[config.mk]
export PLATFORM = sky130hd
export DESIGN_NAME = atgs_ctrl
export DESIGN_NICKNAME = d
export VERILOG_FILES = /design/src/rtl/author_topic_gibbs_sampler_unit_macros.svh /design/src/rtl/atgs_pkg.sv /design/src/rtl/atgs_ctrl.sv
export SDC_FILE = /design/constraint.sdc
export NUM_CORES = 1
export LEC_CHECK = 0
export BUFFER_PORTS_ARGS = -buffer_cell sky130_fd_sc_hd__buf_2
export CAP_MARGIN = 5
export CORE_UTILIZATION = 45
export DETAILED_ROUTE_END_ITERATION = 16
export GPL_ROUTABILITY_DRIVEN = 0
export PLACE_DENSITY = 0.69
export SYNTH_ARGS = -nofsm -noshare
export SYNTH_HDL_FRONTEND = slang
export SYNTH_SLANG_ARGS = --single-unit
[constraint.sdc]
create_clock -name clk -period 2.02 [get_ports clk]
set_input_delay 0.404 -clock clk [delete_from_list [all_inputs] [get_ports clk]]
set_output_delay 0.404 -clock clk [all_outputs]
set_load 0.02 [all_outputs]
[src/rtl/author_topic_gibbs_sampler_unit_macros.svh]
// Assertion helpers shared by the sampler's top level.
`ifndef AUTHOR_TOPIC_GIBBS_SAMPLER_UNIT_MACROS_SVH
`define AUTHOR_TOPIC_GIBBS_SAMPLER_UNIT_MACROS_SVH

`define ATGS_ASSERT_SAME(lbl, ante, cons, msg) \
	lbl: assert property (@(posedge clk) disable iff (!arst_n) (ante) |-> (cons)) \
		else $error(msg);

`define ATGS_ASSERT_NEXT(lbl, ante, cons, msg) \
	lbl: assert property (@(posedge clk) disable iff (!arst_n) (ante) |=> (cons)) \
		else $error(msg);

`endif

[src/rtl/atgs_pkg.sv]
`default_nettype none
package atgs_pkg;

	localparam int DEF_MAX_TOPICS          = 64;
	localparam int DEF_MAX_AUTHORS_PER_DOC = 8;
	localparam int DEF_MAX_DOCS            = 1024;
	localparam int DEF_MAX_AUTHORS         = 1024;
	localparam int DEF_MAX_WORDS           = 16384;

	localparam logic [1:0] ACT_LOAD_SLOT = 2'd0;
	localparam logic [1:0] ACT_ADD_TOKEN = 2'd1;
	localparam logic [1:0] ACT_RESAMPLE  = 2'd2;
	localparam logic [1:0] ACT_LOAD_WORD = 2'd3;

	localparam logic [2:0] CFG_ALPHA      = 3'd0;
	localparam logic [2:0] CFG_BETA       = 3'd1;
	localparam logic [2:0] CFG_NUM_TOPICS = 3'd2;
	localparam logic [2:0] CFG_VOCAB_SIZE = 3'd3;
	localparam logic [2:0] CFG_FIXED_WORD = 3'd4;

	typedef enum logic [4:0] {
		ST_CLEAR, ST_IDLE, ST_DECODE, ST_REM_RD, ST_REM_WR, ST_SLOT_RD, ST_CNT_RD,
		ST_DIV_START, ST_DIV_WAIT, ST_QMUL, ST_QSAT, ST_IMUL, ST_ACC, ST_THR,
		ST_THR_SET, ST_SRCH_RD, ST_SRCH_CMP, ST_SEL_RD, ST_SEL_SET, ST_FAIL,
		ST_ADD_RD, ST_ADD_WR, ST_LD_RD, ST_LD_WR, ST_FINISH
	} state_t;

	typedef enum logic [4:0] {
		OP_NONE, OP_CLEAR, OP_DECODE, OP_PAIR_RD, OP_PAIR_SUB, OP_PAIR_ADD,
		OP_CNT_RD, OP_DIV_START, OP_QMUL, OP_QSAT, OP_IMUL, OP_ACC, OP_THR,
		OP_THR_SET, OP_SRCH_CMP, OP_SEL_SET, OP_FAIL, OP_LD_WR
	} op_t;

	typedef struct packed {
		op_t  op;
		logic accept;
		logic out_load;
	} cmd_t;

	typedef struct packed {
		logic       clear_done;
		logic       bad;
		logic [1:0] action;
		logic       div_done;
		logic       mul_last;
		logic       l_last;
		logic       slot_last;
		logic       no_auth;
		logic       found;
	} sts_t;

	function automatic int aw(input int d);
		return (d > 1) ? $clog2(d) : 1;
	endfunction

endpackage
`default_nettype wire

[src/rtl/atgs_ctrl.sv]
`default_nettype none
module atgs_ctrl
	import atgs_pkg::*;
(
	input  wire logic clk,
	input  wire logic arst_n,
	input  wire logic in_valid,
	output logic      in_ready,
	output logic      out_valid,
	input  wire logic out_ready,
	input  wire sts_t sts,
	output cmd_t      cmd
);

	state_t state_q, state_d;
	logic   out_valid_q;
	logic   out_free;

	assign out_free  = !out_valid_q || out_ready;
	assign in_ready  = state_q == ST_IDLE;
	assign out_valid = out_valid_q;

	always_ff @(posedge clk or negedge arst_n) begin
		if (!arst_n) begin
			state_q     <= ST_CLEAR;
			out_valid_q <= 1'b0;
		end else begin
			state_q <= state_d;
			if (cmd.out_load) begin
				out_valid_q <= 1'b1;
			end else if (out_ready) begin
				out_valid_q <= 1'b0;
			end
		end
	end

	always_comb begin
		state_d = state_q;
		unique case (state_q)
			ST_CLEAR:     if (sts.clear_done) state_d = ST_IDLE;
			ST_IDLE:      if (in_valid) state_d = ST_DECODE;
			ST_DECODE: begin
				if (sts.bad) begin
					state_d = ST_FINISH;
				end else begin
					unique case (sts.action)
						ACT_LOAD_SLOT: state_d = ST_FINISH;
						ACT_ADD_TOKEN: state_d = ST_ADD_RD;
						ACT_RESAMPLE:  state_d = ST_REM_RD;
						ACT_LOAD_WORD: state_d = ST_LD_RD;
						default:       state_d = ST_FINISH;
					endcase
				end
			end
			ST_REM_RD:    state_d = ST_REM_WR;
			ST_REM_WR:    state_d = sts.no_auth ? ST_FAIL : ST_SLOT_RD;
			ST_SLOT_RD:   state_d = ST_CNT_RD;
			ST_CNT_RD:    state_d = ST_DIV_START;
			ST_DIV_START: state_d = ST_DIV_WAIT;
			ST_DIV_WAIT:  if (sts.div_done) state_d = ST_QMUL;
			ST_QMUL:      if (sts.mul_last) state_d = ST_QSAT;
			ST_QSAT:      state_d = ST_IMUL;
			ST_IMUL:      if (sts.mul_last) state_d = ST_ACC;
			ST_ACC: begin
				priority if (sts.l_last && sts.slot_last) state_d = ST_THR;
				else if (sts.l_last) state_d = ST_SLOT_RD;
				else state_d = ST_CNT_RD;
			end
			ST_THR:       if (sts.mul_last) state_d = ST_THR_SET;
			ST_THR_SET:   state_d = ST_SRCH_RD;
			ST_SRCH_RD:   state_d = ST_SRCH_CMP;
			ST_SRCH_CMP: begin
				priority if (sts.found) state_d = ST_SEL_RD;
				else if (sts.l_last && sts.slot_last) state_d = ST_FAIL;
				else state_d = ST_SRCH_RD;
			end
			ST_SEL_RD:    state_d = ST_SEL_SET;
			ST_SEL_SET:   state_d = ST_ADD_RD;
			ST_FAIL:      state_d = ST_ADD_RD;
			ST_ADD_RD:    state_d = ST_ADD_WR;
			ST_ADD_WR:    state_d = ST_FINISH;
			ST_LD_RD:     state_d = ST_LD_WR;
			ST_LD_WR:     state_d = ST_FINISH;
			ST_FINISH:    if (out_free) state_d = ST_IDLE;
			default:      state_d = ST_CLEAR;
		endcase
	end

	always_comb begin
		cmd.accept   = (state_q == ST_IDLE) && in_valid;
		cmd.out_load = (state_q == ST_FINISH) && out_free;
		unique case (state_q)
			ST_CLEAR:     cmd.op = OP_CLEAR;
			ST_DECODE:    cmd.op = OP_DECODE;
			ST_REM_RD:    cmd.op = OP_PAIR_RD;
			ST_REM_WR:    cmd.op = OP_PAIR_SUB;
			ST_CNT_RD:    cmd.op = OP_CNT_RD;
			ST_DIV_START: cmd.op = OP_DIV_START;
			ST_QMUL:      cmd.op = OP_QMUL;
			ST_QSAT:      cmd.op = OP_QSAT;
			ST_IMUL:      cmd.op = OP_IMUL;
			ST_ACC:       cmd.op = OP_ACC;
			ST_THR:       cmd.op = OP_THR;
			ST_THR_SET:   cmd.op = OP_THR_SET;
			ST_SRCH_CMP:  cmd.op = OP_SRCH_CMP;
			ST_SEL_SET:   cmd.op = OP_SEL_SET;
			ST_FAIL:      cmd.op = OP_FAIL;
			ST_ADD_RD:    cmd.op = OP_PAIR_RD;
			ST_ADD_WR:    cmd.op = OP_PAIR_ADD;
			ST_LD_RD:     cmd.op = OP_PAIR_RD;
			ST_LD_WR:     cmd.op = OP_LD_WR;
			default:      cmd.op = OP_NONE;
		endcase
	end

endmodule
`default_nettype wire

# Word level (Yosys, flattened, before mapping)
# Memories as Yosys holds them, arrays and structs flattened.
# Cells that the tools add are included.
[op_classes] addsub=0 mul=0 div_mod_pow=0 order_cmp=0 eq_ne=34 shifts=0 n_mux=17 bitwise_logic=0 n_reduce_logical=11
[op_table] operator="one-hot mux 5 bit (23 select lines)" n=1
[op_table] operator="2-to-1 mux 5 bit" n=11
[op_table] operator="== test 5 bit, second input constant" n=9
[op_table] operator="== test 5 x 4 -> 1 bit, second input constant" n=8
[op_table] operator="== test 5 x 3 -> 1 bit, second input constant" n=4
[op_table] operator="one-hot mux 5 bit (4 select lines)" n=1
[op_table] operator="inequality test 2 bit, second input constant" n=7
[op_table] operator="== test 5 x 2 -> 1 bit, second input constant" n=2
[op_table] operator="AND reduction 7 bit" n=1
[op_table] operator="== test 5 x 1 -> 1 bit, second input constant" n=1
[op_table] operator="logical NOT 5 bit" n=1
[op_table] operator="== test 2 bit, second input constant" n=2
[op_table] operator="2-to-1 mux 4 bit" n=1
[op_table] operator="OR reduction 2 bit" n=2
[op_table] operator="logical AND 1 bit" n=3
[op_table] operator="== test 2 x 1 -> 1 bit, second input constant" n=1
[op_table] operator="logical NOT 2 bit" n=1
[op_table] operator="2-to-1 mux 1 bit" n=2
[op_table] operator="2-to-1 mux 2 bit" n=1
[op_table] operator="nonzero test 2 bit" n=1
[op_table] operator="logical NOT 1 bit" n=1
[op_table] operator="logical OR 1 bit" n=1
[word_totals] register_bits=6 latchBits=0 mem_bits_rw=0 mem_bits_ro=160 in_bits=14 output_inout_bits=9 word_cells=65 mem_count=1
[memory_table] name="(name not given)" words=32 word_bits=5 rd=1 rd_clocked_by_memory_dff=0 wr=0 line_no="atgs_ctrl.sv:92" source="unique case (state_q)"

# Logic depth before layout (Yosys ltp)
# Gate-level depths: netlist of run 1.
[logic_depth] depth_word=4 depth_mapped=8

# Worst setup path after synthesis of run 1
# No wires, ideal clock.
[synth_timing] kind="register to output" from="reg state_q[0]" to="out cmd[2] (netlist bit)" arrival_time_ns=1.738 setup_slack_ns=-0.122 path_stages_with_launch=6 n_path_buf=1 cell_sequence="dfrtp_1 inv_1 ha_1 clkbuf_1 o22ai_1 a221oi_1"
[synth_rtl] item="start: declaration" line_no="atgs_ctrl.sv:15" source="state_t state_q, state_d;"
[synth_rtl] item="start signal: assignment" line_no="atgs_ctrl.sv:28" source="state_q <= state_d;"
[synth_rtl] item="end: declaration" line_no="atgs_ctrl.sv:12" source="output cmd_t cmd"

==> impl_metrics.json, run 1 <==
{
  "clockBufferDepth": 2,
  "cts_buffers": 3,
  "yosysSeqAreaShare_pct": 16.1,
  "port-buffer-count": 22,
  "hold_class": "in -> async",
  "intPower_mw": 1.15,
  "comb_power_share_pct": 82.3,
  "hold_violations": 0,
  "r2r_start": "state_q[0]",
  "syn_area_um2": 932,
  "r2r_end": "state_q[3]",
  "pwr-share-seq_pct": 12.9,
  "arrival_ns": 1.62,
  "htree_levels": 1,
  "die-area_mm2": 0.00226,
  "setup_viol": 2,
  "cts_root_buffer": "clkbuf_4",
  "synth_top_area_share_pct": 16.1,
  "grt_max_degree": 15,
  "drtIter0Drc": 27,
  "vias": 1070,
  "coreArea_mm2": 0.00196,
  "violations": "negative setup slack",
  "postRouteWirelength_mm": 2.90,
  "worst_pin_slew_ns": 0.442,
  "start_kind": "flop",
  "power_mw": 2.30,
  "hold_ws_ns": 0.510,
  "avgSynthCellArea_um2": 7.58,
  "fmax_mhz": 493,
  "setup_ws_ns": -0.00759,
  "critPathMaxFanout": 3,
  "dp_hpwl_mm": 2.05,
  "slew_viol_final": 0,
  "synth_ff_type": "dfrtp_1",
  "status": "finished with violations",
  "end_kind": "output pin",
  "grt_pass1_vias": 898,
  "swShare_pct": 50.1,
  "async_reset_ff_share_pct": 100,
  "r2r_setup_slack_ns": 0,
  "cts_tree": "yes",
  "synthTopCellsByArea": "dfrtp_1 (16%), ha_1 (9.4%), mux2i_1 (5.4%)",
  "grt_setup_unrepaired": "true",
  "clk_latency_ns": 0.25,
  "ir_drop_mv": 1.01,
  "viasPerCell": 5.75,
  "synth_cell_types": 42,
  "switchingPower_mw": 1.15,
  "min_period_over_period_pct": 100,
  "maxCapViolCount": 0,
  "synth_top_area_cell": "dfrtp_1",
  "antenna_found_initial": 0,
  "antenna_left": 0,
  "first_pass_iters": 4,
  "drcViolationCount": 0,
  "fin_worst_skew_ns": 0.0106,
  "layout.nets": 182,
  "ys.warnings.count": 0,
  "routedWlPerCell_um": 15.6,
  "yosys_register_bits": 6,
  "synthToLayoutAreaGrowth_pct": 39.7,
  "crit_type": "reg -> out",
  "grt_usage_pct": 26.3,
  "fp.dieW_um": 47.5,
  "io_pins": 23,
  "worstRegToRegCells": 9,
  "initial_core_util_pct": 47.5,
  "layout-drive-gt1-share_pct": 43.4,
  "p_leak_nw": 0.582,
  "worstPathRequired_ns": 1.62,
  "clockPowerShare_pct": 4.8,
  "dp.cells": 174,
  "cts_sinks": 6,
  "grt-ovfl-total": 0,
  "grt_first_pass_wirelength_mm": 4.11,
  "diodes": 0,
  "maxSlewHeadroom_pct": 70.3,
  "die_h_um": 47.5,
  "place_ws_ns": 0.0610,
  "postSynthCellCount": 123,
  "cellPowerDensity_mw_per_mm2": 1770,
  "period_needed_ns": 2.03,
  "row_count": 16,
  "final-instance-count-excl-fill": 186,
  "synth.net_count": 144,
  "path_clk_slew_ns": 0.05,
  "synth_edf_count": 0
}
cell families after synthesis:
family | synth area share, %
AND/OR/NAND/NOR | 27.1
AO/OA/AOI/OAI | 28.1
buffers and inverters | 10.7
multiplexers | 8.59
adder cells (fa/ha/maj) | 9.40
flip-flops | 16.1
per-stage QoR:
step	instance area, um^2	TNS (ns)	utilization [%]
floorplan	938	0	-
global placement	1110	0	56.4
detailed placement	1110	0	56.4
CTS	1250	0	63.6
global route	1300	-0.380	66.4
finish	1300	-0.0143	66.4
state kept, by name, summed over array words and instances, names as in the netlist:
signal / count
out_valid: 1
state_q: 5
repair_timing:
item | 4_1_cts | 5_1_grt
setup buffers | 4 | 4
hold buffers | 1 | 0
hold endpoints to repair | 6 | 0
endpoints found under the setup margin | 5 | 7
pin swaps | 1 | 3
resized for setup | 21 | 8
cell usage in the layout, fill, tap and decap left out, types with 3 or more instances in the layout:
master and count:
nand2b_1 3, mux2i_1 5, buf_4 19, o21ai_0 4, inv_1 8, ha_4 4, nand2_1 8, buf_2 19
nor2b_1 4, o21ai_1 3, buf_6 3, ha_1 3, clkbuf_4 3, inv_2 3, nor2_1 11, dfrtp_2 3
nand3b_1 3, a211oi_1 3, dfrtp_1 3, a21oi_1 8
worst max-delay path, stage by stage (launching register included):
cell and delay [ns]:
dfrtp_1 0.37, buf_6 0.13, ha_4 0.13, nor2b_4 0.15, a21oi_1 0.06, or3_1 0.31
o21ai_1 0.08, buf_4 0.15
power by group through the flow:
stage	combinational, mW	clock (mW)	sequential (mW)
after floorplan	1.14	0	0.232
after CTS	1.72	0.115	0.288
after detailed placement	1.50	0	0.274
final	1.89	0.111	0.296
after global placement	1.48	0	0.277
after global routing	2.04	0.128	0.303
how the worst max path moves through the flow:
stage / startpoint / endpoint / slack, ns
6_report: state_q[1] / cmd[3] / -0.008
5_1_grt: state_q[0] / cmd[4] / -0.09
4_1_cts: state_q[0] / cmd[4] / 0.006
3_5_place_dp: state_q[1] / state_q[3] / 0.06
3_3_place_gp: state_q[1] / cmd[5] / 0.13
2_1_floorplan: state_q[0] / cmd[3] / 0.006
synth_stat cells, types with 2 or more instances:
cell type   n
a31oi_1     2
o22ai_1     3
mux2i_1     5
inv_1      11
nor2b_1     4
buf_4       4
o21ai_0     7
clkbuf_1    2
a21oi_1     9
nand2b_1    3
nand3_1     2
nand2_1     8
nor2_1     12
nand4_1     2
nor3_1      3
ha_1        7
mux2_4      2
buf_2       2
a311oi_1    2
nand3b_1    3
dfrtp_1     6
a211oi_1    3
nor2b_2     2
layer usage:
metal / routed length [um] / share of wire, % / track usage [%] / vias to the layer above
met5: 0 / 0 / 0 / -
met4: 81 / 2.8 / 8.00 / 0
met3: 138 / 4.8 / 6.79 / 8
met2: 1440 / 50 / 43.8 / 40
met1: 1240 / 43 / 33.0 / 504
li1: - / - / - / 518
final cells by class:
type                    count  area, um^2
clock buffers               3        22.5
inverters                  11        41.3
repair buffers             42         282
fillers                   180         659
flip-flops and latches      6         154
multi-input cells          97         769
well taps                  27        33.8
(Power assumes the default switching activity.)
==> run 2, diff against run 1 <==
- REMOVE_ABC_BUFFERS: unset -> 1
==> impl_metrics.json, run 2 (same netlist as run 1, synthesis figures left out) <==
{
  "status": "finished with violations",
  "violations": "negative setup slack",
  "fp.dieW_um": 47.5,
  "initial_core_util_pct": 47.5,
  "antenna_left": 0,
  "grt_pass1_vias": 859,
  "row_count": 16,
  "die-area_mm2": 0.00226,
  "route.met3.wl_um": 152,
  "hold_violations": 0,
  "fin_tns_setup_ns": -0.0190,
  "period_needed_ns": 2.04,
  "final_cell_mix": "buf_2 (19), buf_4 (17), nor2_1 (11)",
  "dp_hpwl_mm": 1.89,
  "clk_latency_ns": 0.24,
  "slew_viol_final": 0,
  "top_layer": "met4",
  "setup_viol": 2,
  "fin_area_mm2": 0.00125,
  "min_period_over_period_pct": 101,
  "cts_sinks": 6,
  "grt_first_pass_wirelength_mm": 3.75,
  "die_h_um": 47.5,
  "setup_ws_ns": -0.0169,
  "diodes": 0,
  "layout.nets": 178,
  "drcViolationCount": 0,
  "maxCapViolCount": 0,
  "drtIter0Drc": 43,
  "vias": 1031,
  "grt_usage_pct": 23.4,
  "fmax_mhz": 491,
  "fin_util_pct": 63.6,
  "largest_reg_flops": 5,
  "grt_max_degree": 15,
  "cts_root_buffer": "clkbuf_4",
  "maxSlewHeadroom_pct": 76.6,
  "critPathMaxFanout": 4,
  "p_leak_nw": 0.552,
  "wl_met2_mm": 1.29,
  "antenna_found_initial": 0,
  "r2r_setup_slack_ns": 0.15,
  "end_kind": "output pin",
  "clockBufferDepth": 2,
  "place_area_mm2": 0.00111,
  "io_pins": 23,
  "first_pass_iters": 4,
  "final_common_cell": "buf_2",
  "cellPowerDensity_mw_per_mm2": 1720,
  "worstPathRequired_ns": 1.62,
  "viasPerCell": 5.66,
  "synthToLayoutAreaGrowth_pct": 34.0,
  "path_clk_slew_ns": 0.05,
  "place_ws_ns": 0.0559,
  "start_kind": "flop",
  "ir_drop_mv": 0.742,
  "htree_levels": 1,
  "fillerInstances": 199,
  "port-buffer-count": 22,
  "arrival_ns": 1.63,
  "routedWlPerCell_um": 14.1,
  "wl_met1_mm": 1.10,
  "layout-drive-gt1-share_pct": 40.0,
  "cts_tree": "yes",
  "postRouteWirelength_mm": 2.56,
  "worst_pin_slew_ns": 0.342,
  "coreArea_mm2": 0.00196,
  "grt-ovfl-total": 0,
  "grt_setup_unrepaired": "true",
  "crit_type": "reg -> out",
  "fin_worst_skew_ns": 0.00661,
  "cts_buffers": 3,
  "largest-register": "state_q",
  "hold_class": "in -> reg"
}
run 2: power breakdown:
| part | switching [mW] | internal (mW) |
|---|---|---|
| logic | 0.929 | 0.823 |
| clock network | 0.0425 | 0.0672 |
| registers | 0.102 | 0.183 |
| total | 1.07 | 1.07 |
run 2: per-stage QoR:
step / hold slack [ns] / power, mW / std cells
after floorplan: 0.108 / 1.27 / 114
after global placement: 0.229 / 1.76 / 175
after detailed placement: 0.231 / 1.77 / 175
after CTS: 0.485 / 2.06 / 181
after global routing: 0.494 / 2.31 / 182
final: 0.480 / 2.15 / 182
run 2: critical path: stages (launching register included):
cell and delay (ns):
dfrtp_2 0.44, inv_2 0.13, ha_4 0.22, mux2i_1 0.13
nor3_1 0.06, a221oi_1 0.20, buf_2 0.21
run 2: repair_timing:
action                                  in CTS  in global routing
endpoints found under the setup margin       5                  7
pin swaps                                    3                  3
gates resized for setup                     18                  8
hold buffers                                 1                  0
hold endpoints to repair                     6                  0
setup buffers                                2                  1
run 2: layout make-up:
cell class / instances / area [um^2] / area share [%]
multi-input combinational: 97 / 752 / 60.2
clock buffer: 3 / 22.5 / 1.80
sequential: 6 / 155 / 12.4
timing repair buffer: 38 / 244 / 19.5
inverter: 11 / 41.3 / 3.31
tap: 27 / 33.8 / 2.71
run 2: worst paths after layout:
| kind | end | start | cells past startpoint |
|---|---|---|---|
| max | cmd[2] | state_q[0] | 6 |
| max in group asynchronous | state_q[3] | arst_n | 2 |
| min | out_valid | out_ready | 3 |
| max reg2reg | state_q[4] | state_q[1] | 8 |
| min reg2reg | out_valid | out_valid | 2 |
| min in group asynchronous | state_q[0] | arst_n | 2 |
run 2: layer usage:
layer  vias up  global-route usage [%]
met4         0                    5.71
met1       473                    30.5
met2        47                    41.9
li1        509                       -
met5         -                       0
met3         2                    1.51
==> run 3, diff against run 2 <==
- ABC_AREA: unset -> 1
- CORE_ASPECT_RATIO: unset -> 0.75
==> impl_metrics.json, run 3 <==
{
  "crit_type": "reg -> out",
  "power_mw": 1.95,
  "path_clk_slew_ns": 0.06,
  "start_kind": "flop",
  "routedWlPerCell_um": 14.1,
  "fmax_mhz": 498,
  "arrival_ns": 1.60,
  "slew_viol_final": 0,
  "cts_tree": "yes",
  "first_pass_iters": 4,
  "yosysSeqAreaShare_pct": 15.8,
  "maxSlewHeadroom_pct": 78.3,
  "postSynthCellCount": 173,
  "diodes": 0,
  "grt_pass1_vias": 1074,
  "port-buffer-count": 22,
  "hold_start": "out_ready",
  "fin_util_pct": 68.8,
  "crit_path_start": "state_q[1]",
  "r2r_start": "state_q[1]",
  "initial_core_util_pct": 51.1,
  "status": "completed",
  "cts_sinks": 6,
  "cts_buffers": 3,
  "grt-ovfl-total": 0,
  "die_h_um": 41.8,
  "clockBufferDepth": 2,
  "postRouteWirelength_mm": 3.25,
  "row_count": 13,
  "synthTopCellsByArea": "nand2_1 (25%), dfrtp_1 (16%), nor2_1 (10%)",
  "final-instance-count-excl-fill": 231,
  "hold-path-endpoint": "out_valid",
  "synth_top_area_cell": "nand2_1",
  "critPathMaxFanout": 5,
  "setup_viol": 0,
  "ir_drop_mv": 1.11,
  "grt_max_degree": 12,
  "final_cell_mix": "nand2_1 (61), nor2_1 (23), buf_2 (19)",
  "maxCapViolCount": 0,
  "synth_top_area_share_pct": 24.5,
  "async_reset_ff_share_pct": 100,
  "largest_reg_flops": 5,
  "synth_ff_type": "dfrtp_1",
  "synthToLayoutAreaGrowth_pct": 34.4,
  "synth_cell_types": 21,
  "largest-register": "state_q",
  "worstRegToRegCells": 10,
  "antenna_left": 0,
  "coreArea_mm2": 0.00185,
  "vias": 1277,
  "setup_ws_ns": 0.0123,
  "dp_hpwl_mm": 2.31,
  "viasPerCell": 5.53,
  "worstPathRequired_ns": 1.62,
  "r2r_end": "state_q[0]",
  "layout-drive-gt1-share_pct": 33.0,
  "synth_edf_count": 0,
  "ys.warnings.count": 0,
  "cellPowerDensity_mw_per_mm2": 1530,
  "period_needed_ns": 2.01,
  "cts_root_buffer": "clkbuf_4",
  "fillerInstances": 169,
  "synth_most_common_cell": "nand2_1",
  "worst_pin_slew_ns": 0.325,
  "layout.nets": 232,
  "avgSynthCellArea_um2": 5.48,
  "die-area_mm2": 0.00230,
  "grt_usage_pct": 29.2,
  "r2r_setup_slack_ns": 0.29,
  "syn_area_um2": 948,
  "hold_violations": 0,
  "ys_top_cells_by_count": "nand2_1 (62), nor2_1 (26), inv_1 (20), nand3_1 (12)",
  "yosys_register_bits": 6,
  "fin_worst_skew_ns": 0.0117,
  "clk_latency_ns": 0.26,
  "final_common_cell": "nand2_1",
  "io_pins": 23,
  "grt_first_pass_wirelength_mm": 4.91,
  "drtIter0Drc": 81,
  "min_path_cells": 2,
  "p_leak_nw": 0.733,
  "hold_class": "in -> reg",
  "dp.cells": 216,
  "drcViolationCount": 0,
  "antenna_found_initial": 0,
  "fp.dieW_um": 55.0,
  "htree_levels": 1,
  "grt_setup_unrepaired": "true",
  "end_kind": "output pin",
  "min_period_over_period_pct": 99.4,
  "place_ws_ns": 0.117
}
-- run 3: cell count changes after synthesis, sizes merged, moves of 3 or more --
cell	before	now
inv	11	22
mux2i	5	0
nand2b	4	0
a21oi	9	5
nand2	8	65
nor2	12	34
a211oi	3	0
buf	7	3
nand3	3	12
nor2b	6	0
-- run 3: worst max path at each step --
stage | end
floorplan | cmd[2]
CTS | cmd[4]
global placement | cmd[2]
global route | cmd[4]
finish | cmd[2]
detailed placement | cmd[2]
-- run 3: routing by layer --
layer  track usage (%)  vias up  routed length [um]
li1                  -      617                   -
met1              44.0      549                1400
met2              41.2      103                1400
met3              5.13        8                 397
met4              9.00        0                  55
met5                 0        -                   0
-- run 3: layout make-up --
type | instances | area [um^2] | area share (%)
multi-input combinational | 142 | 753 | 59.1
sequential | 6 | 155 | 12.2
timing repair buffer | 36 | 225 | 17.7
inverter | 22 | 91.3 | 7.16
tap | 22 | 27.5 | 2.16
clock buffer | 3 | 22.5 | 1.77
-- run 3: timing repair --
action | CTS | global route
hold endpoints to repair | 6 | 0
gates resized for setup | 12 | 18
pin swaps | 1 | 4
hold buffers | 1 | 0
endpoints found under the setup margin | 7 | 7
buffers inserted | 2 | 9
-- run 3: metrics by stage --
step	cell area (um^2)	hold WS [ns]	TNS (ns)
2_1_floorplan	926	0.108	-0.0754
3_3_place_gp	1080	0.234	0
3_5_place_dp	1080	0.240	0
4_1_cts	1150	0.360	-0.00284
5_1_grt	1270	0.365	-0.100
6_report	1270	0.357	0
-- run 3: where the power goes --
group / leakage, nW / internal [mW] / switching, mW / total [mW]
clock network: 0.0138 / 0.0682 / 0.0580 / 0.126
registers: 0.0727 / 0.177 / 0.104 / 0.281
logic: 0.646 / 0.581 / 0.964 / 1.54
-- run 3: logic make-up (layout without fill, tap and decap cells) --
| family | Yosys count | count (layout) | share of synthesized area [%] |
|---|---|---|---|
| fa+ha+maj | 7 | 7 | 9.23 |
| simple gates | 117 | 117 | 52.9 |
| flops | 6 | 6 | 15.8 |
| compound gates | 18 | 18 | 10.9 |
| buf+inv | 25 | 61 | 11.1 |
-- run 3: critical path, stage by stage (launching register included) --
cell      delay, ns
dfrtp_2        0.47
inv_4          0.10
ha_4           0.17
nor2_2         0.06
nor3_1         0.14
o21ai_1        0.08
o311ai_1       0.08
buf_2          0.23
